$ cat config.mk
export PLATFORM = sky130hd
export DESIGN_NAME = tcw_cursor
export DESIGN_NICKNAME = d
export VERILOG_FILES = /design/src/hw/rtl/tcw_pkg.sv /design/src/hw/rtl/tcw_cursor.sv
export SDC_FILE = /design/constraint.sdc
export NUM_CORES = 1
export LEC_CHECK = 0
export ABC_AREA = 1
export BUFFER_PORTS_ARGS = -buffer_cell sky130_fd_sc_hd__buf_4
export CAP_MARGIN = 5
export CORE_AREA = 2 2 120 64
export CTS_BUF_LIST = sky130_fd_sc_hd__clkbuf_4 sky130_fd_sc_hd__clkbuf_8
export CTS_CLUSTER_SIZE = 28
export DETAILED_ROUTE_END_ITERATION = 10
export DIE_AREA = 0 0 122 66
export GPL_ROUTABILITY_DRIVEN = 0
export PLACE_DENSITY = 0.51
export SYNTH_ARGS = -nofsm -noshare
export SYNTH_HDL_FRONTEND = slang
export SYNTH_SLANG_ARGS = --single-unit
$ cat constraint.sdc
create_clock -name clk -period 4.7 [get_ports clk]
set_input_delay 0.235 -clock clk [delete_from_list [all_inputs] [get_ports clk]]
set_output_delay 0.235 -clock clk [all_outputs]
set_load 0.01 [all_outputs]
$ cat src/hw/rtl/tcw_pkg.sv
`default_nettype none
package tcw_pkg;

  localparam logic       MODE_PUT   = 1'b0;
  localparam logic       MODE_READ  = 1'b1;

  localparam logic [7:0] CH_NEWLINE = 8'h0A;
  localparam logic [7:0] CH_RETURN  = 8'h0D;

  localparam logic [15:0] BLANK_CELL = 16'h0700;

  localparam logic [3:0] FG_RESET = 4'h7;
  localparam logic [3:0] BG_RESET = 4'h0;

  // configuration register indexes
  localparam logic CFG_FOREGROUND = 1'b0;
  localparam logic CFG_BACKGROUND = 1'b1;

  // cursor operations
  typedef logic [1:0] cur_op_t;
  localparam cur_op_t CUR_HOLD    = 2'd0;
  localparam cur_op_t CUR_RETURN  = 2'd1;
  localparam cur_op_t CUR_NEWLINE = 2'd2;
  localparam cur_op_t CUR_ADVANCE = 2'd3;

  typedef struct packed {
    logic       col_last;
    logic       row_last;
  } cur_status_t;

  typedef struct packed {
    logic        mode;
    logic [7:0]  char_code;
    logic [10:0] cell_index;
  } in_t;

  typedef struct packed {
    logic [10:0] cursor_position;
    logic [15:0] cell_value;
  } out_t;

  typedef struct packed {
    logic       index;
    logic [3:0] value;
  } cfg_t;

endpackage
`default_nettype wire

$ cat src/hw/rtl/tcw_cursor.sv
`default_nettype none
module tcw_cursor #(
  parameter int COLUMNS = 80,
  parameter int ROWS = 25,
  localparam int AW = $clog2(COLUMNS * ROWS)
) (
  input  wire logic                 clk,
  input  wire logic                 rst,
  input  wire tcw_pkg::cur_op_t     op,
  output tcw_pkg::cur_status_t      status,
  output logic         [AW-1:0]     pos
);
  import tcw_pkg::*;

  localparam int CW = $clog2(COLUMNS);
  localparam int RW = $clog2(ROWS);

  logic [CW-1:0] col, col_next;
  logic [RW-1:0] row, row_next;
  logic [AW-1:0] pos_next;
  logic [AW-1:0] line_start;
  logic [AW-1:0] next_line_start;

  assign status.col_last = (col == CW'(COLUMNS - 1));
  assign status.row_last = (row == RW'(ROWS - 1));

  assign line_start = pos - AW'(col);
  // on the last row the cursor stays on that row and the store scrolls instead
  assign next_line_start = status.row_last ? line_start : line_start + AW'(COLUMNS);

  always_comb begin
    col_next = col;
    row_next = row;
    pos_next = pos;
    case (op)
      CUR_RETURN: begin
        col_next = '0;
        pos_next = line_start;
      end
      CUR_NEWLINE: begin
        col_next = '0;
        row_next = status.row_last ? row : row + RW'(1);
        pos_next = next_line_start;
      end
      CUR_ADVANCE: begin
        if (status.col_last) begin
          col_next = '0;
          row_next = status.row_last ? row : row + RW'(1);
          pos_next = next_line_start;
        end else begin
          col_next = col + CW'(1);
          pos_next = pos + AW'(1);
        end
      end
      default: ;
    endcase
  end

  always_ff @(posedge clk) begin
    if (rst) begin
      col <= '0;
      row <= '0;
      pos <= '0;
    end else begin
      col <= col_next;
      row <= row_next;
      pos <= pos_next;
    end
  end

endmodule
`default_nettype wire

==> metrics.md <==
| Metric | Value |
|---|---|
| Critical Path Fanout Max | `4` |
| Area of the die | `8050 um^2` |
| Number of resized instances in the post-cts repair step | `0` |
| Total of endpoints with negative setup slack in the final report | `0` |
| Unrepaired setup endpoints after global routing | `no` |
| Clock insertion delay at the later pin of the skew report | `0.27 ns` |
| Count of flip-flops with a built-in enable after synthesis | `0` |
| Setup_tns | `0 ns` |
| H-tree depth | `1` |
| Global-route total usage across every layer | `15.5%` |
| Part of the power in the clock network | `17.9%` |
| Primary FF master, synth | `sky130_fd_sc_hd__dfxtp_1` |
| Initial antenna violation count | `0` |
| Final critical path time including I/O delays and setup | `2.43 ns` |
| Seq pwr share | `about a third` |
| Number of inserted diodes | `0` |
| Site row count | `22` |
| Hold Vio Cnt, Final | `0` |
| Area growth from synthesis to layout | `14.2%` |
| Clk slew on worst S/H paths | `0.09 ns` |
| Average routed wire per standard cell | `14.0 um` |
| Multi-input gate area | `1270 um^2` |
| Final worst path period share | `around 52%` |
| Pwr/cell area | `334 nW/um^2` |
| Std-Cell Core Area | `7020 um^2` |
| Highest clock frequency the design can meet | `411 MHz` |
| Initial core utilization | `28.0%` |
| Post-route cell area | `2250 um^2` |
| Net Count, Synth | `~330` |
| Share of the core filled with cells in the final layout | `32.0%` |
| Total of max-cap violations | `0` |
| PortBufs | `16` |
| Most common library cells after synthesis | `sky130_fd_sc_hd__nand2_1 (68), sky130_fd_sc_hd__inv_1 (53), sky130_fd_sc_hd__nand3_1 (30)` |
| Flip-flop and latch area | `460 um^2` |
| Routed vias/inst | `4.87` |
| Library cell occupying the most area in the post-synthesis netlist | `sky130_fd_sc_hd__dfxtp_1` |
| Placed wire-length estimate after detailed placement | `4.78 mm` |
| Static leakage | `around 1.1 nW` |
| Min-Delay Path Class | `primary input to register` |
| Cell at the slowest stage of the critical path | `sky130_fd_sc_hd__dfxtp_1` |
| Count of different cell masters after synthesis | `33` |
| GRT overflow | `0` |
| Int Power | `around 410 uW` |
| Psw | `344 uW` |
| TritonCTS sink count | `23` |
| Proportion of register bits with asynchronous set or reset after synthesis | `0%` |
| Clock tree root buffer cell | `sky130_fd_sc_hd__clkbuf_8` |
| Number of violations reported at the end of detailed-routing iteration 0 | `between 150 and 200` |
| Status | `finished, final reports clean` |
| Die Span X | `122 um` |
| Clock buffers created by TritonCTS | `3` |
| Number of filler cells placed in the layout | `770` |
| Register area share after synthesis | `roughly a quarter` |
| Max-slew headroom | `69.9%` |
| Detail Route Antenna Nets | `0` |
| Kind of critical path | `register to register` |
| Post-place instance area | `2200 um^2` |
| Netlist area before placement | `1970 um^2` |
| Count of placed standard cells in the final layout, fillers left out | `422` |
| Largest incremental delay on the critical path | `around 0.4 ns` |
| Smallest setup slack after layout | `2.27 ns` |
| Largest buffer count on any clock path | `2` |
| Average size of a mapped cell | `6.37 um^2` |
| Peak supply drop | `0.104 mV` |
| Transition at the pin with the smallest max-transition slack | `between 0.4 and 0.5 ns` |
| Max Slew Vio Count | `0` |
| DRC Markers | `0` |
| Crit path arrival time | `2.65 ns` |
| Overall die height | `66 um` |
| Total Power Consumption | `750 uW` |
| CP startpoint kind | `register` |
| Worst setup slack before clock tree synthesis | `between 2 and 2.5 ns` |
| Combinational group share of total power | `49.6%` |
| Main area contributors after synthesis | `sky130_fd_sc_hd__dfxtp_1 (23%), sky130_fd_sc_hd__nand2_1 (13%), sky130_fd_sc_hd__inv_1 (10%)` |
| Number of buffers added to fix hold violations after cts | `0` |
| Cell Count Post-Placement | `418` |
| Cell Chain, Critical Path | `inv_1, ha_1, fa_1, inv_1, nand2_1, nand2_2, nand2_1, nand2_1, nand2_1, ha_1, a21oi_2, nor2_1, nand2_1, nand2_1, nand3_1, nand2_1, a21oi_2` |
| Proportion of total power due to net switching | `45.9%` |
| Global-route wire length before repair | `9.49 mm` |
| IO Pins | `17` |
| Area share of the leading cell type in the synthesized netlist | `23.4%` |
| Via count of the first global-routing pass | `between 1,500 and 2,000` |
| Total wirelength of the detailed-routed design | `5.90 mm` |
| Count of state elements after synthesis | `23` |
| Cell with the most instances on the worst path | `sky130_fd_sc_hd__nand2_1` |
| Detailed-route via count | `2,054` |
| Final net count | `approximately 340` |
| Detailed Routing Iterations Pass 1 | `4` |
| Setup clock skew after layout | `0.00323 ns` |
| Proportion of layout cells with a drive suffix above 1 | `14.4%` |
| Maximum number of pins on one net before global-route repair | `16` |
| CTS tree | `yes` |
| Yosys Warn Count | `0` |
| Worst hold-check slack | `0.225 ns` |
| Post-Syn Instances | `309` |
| Number of setup buffers added after CTS | `0` |
| Required time at the worst-slack endpoint | `4.92 ns` |
| Crit path capture type | `register` |
| Count leader, synth | `sky130_fd_sc_hd__nand2_1` |
[state kept, by name (all words and copies together), names as in the netlist]
signal	cells
pos	11
row	5
col	7
[cell families (layout without fill, tap and decap cells)]
kind of cell    after synthesis  in the layout  share of synthesized area, %
simple gates                142            142                          33.9
xor+xnor                      6              6                          2.67
flops                        23             23                          23.4
compound gates               63             63                          19.4
buf+inv                      62             79                          12.0
fa+ha+maj                    13             13                          8.65
[per-layer routing]
metal	global-route usage (%)	vias up	wire, um
met5	0	-	0
met4	2.16	0	20
met3	3.28	2	526
met2	18.8	73	2030
met1	26.2	928	3330
li1	-	1051	-
[layout make-up]
class                      count  share of cell area [%]
sequential                    23                    20.5
timing repair buffer          17                    5.68
clock buffer                   3                    1.84
clock inverter                 1                   0.334
inverter                      58                    9.69
tap                           96                    5.35
multi-input combinational    224                    56.6
[worst paths after layout]
| path | slack (ns) | to | start | cells after the start |
|---|---|---|---|---|
| setup / recovery | 2.27 | pos[10] | pos[0] | 17 |
| hold / removal | 0.23 | col[1] | rst | 2 |
| setup reg to reg | 2.27 | pos[10] | pos[0] | 17 |
| hold reg to reg | 0.50 | row[2] | row[2] | 2 |
[cell usage in the layout (no fill, tap or decap), drive strengths merged, types with 2 or more instances in the layout]
cell type	netlist	layout
ha	12	12
inv	58	58
nand3	31	31
clkbuf	2	3
dfxtp	23	23
o21ai	24	24
nand2	76	76
nor2	24	24
o211ai	2	2
buf	2	17
a32oi	2	2
a31oi	6	6
a211oi	3	3
a21oi	22	22
xor2	4	4
nor3	2	2
nand4	7	7
xnor2	2	2
[power groups by stage]
stage	logic [mW]	clock network (mW)	registers, mW
after CTS	0.368	0.142	0.244
after detailed placement	0.365	0	0.248
final	0.372	0.134	0.244
after floorplan	0.271	0	0.244
after global placement	0.368	0	0.248
after global routing	0.420	0.150	0.248
[critical path, delay by kind of cell (launching register included)]
family,cells,cell delay [ns]
buffers and inverters,2,0.17
AND/OR/NAND/NOR,10,0.70
AO/OA/AOI/OAI,2,0.27
adder cells (fa/ha/maj),3,0.83
flip-flops,1,0.40
No activity file was read; power rests on OpenSTA's default activity.
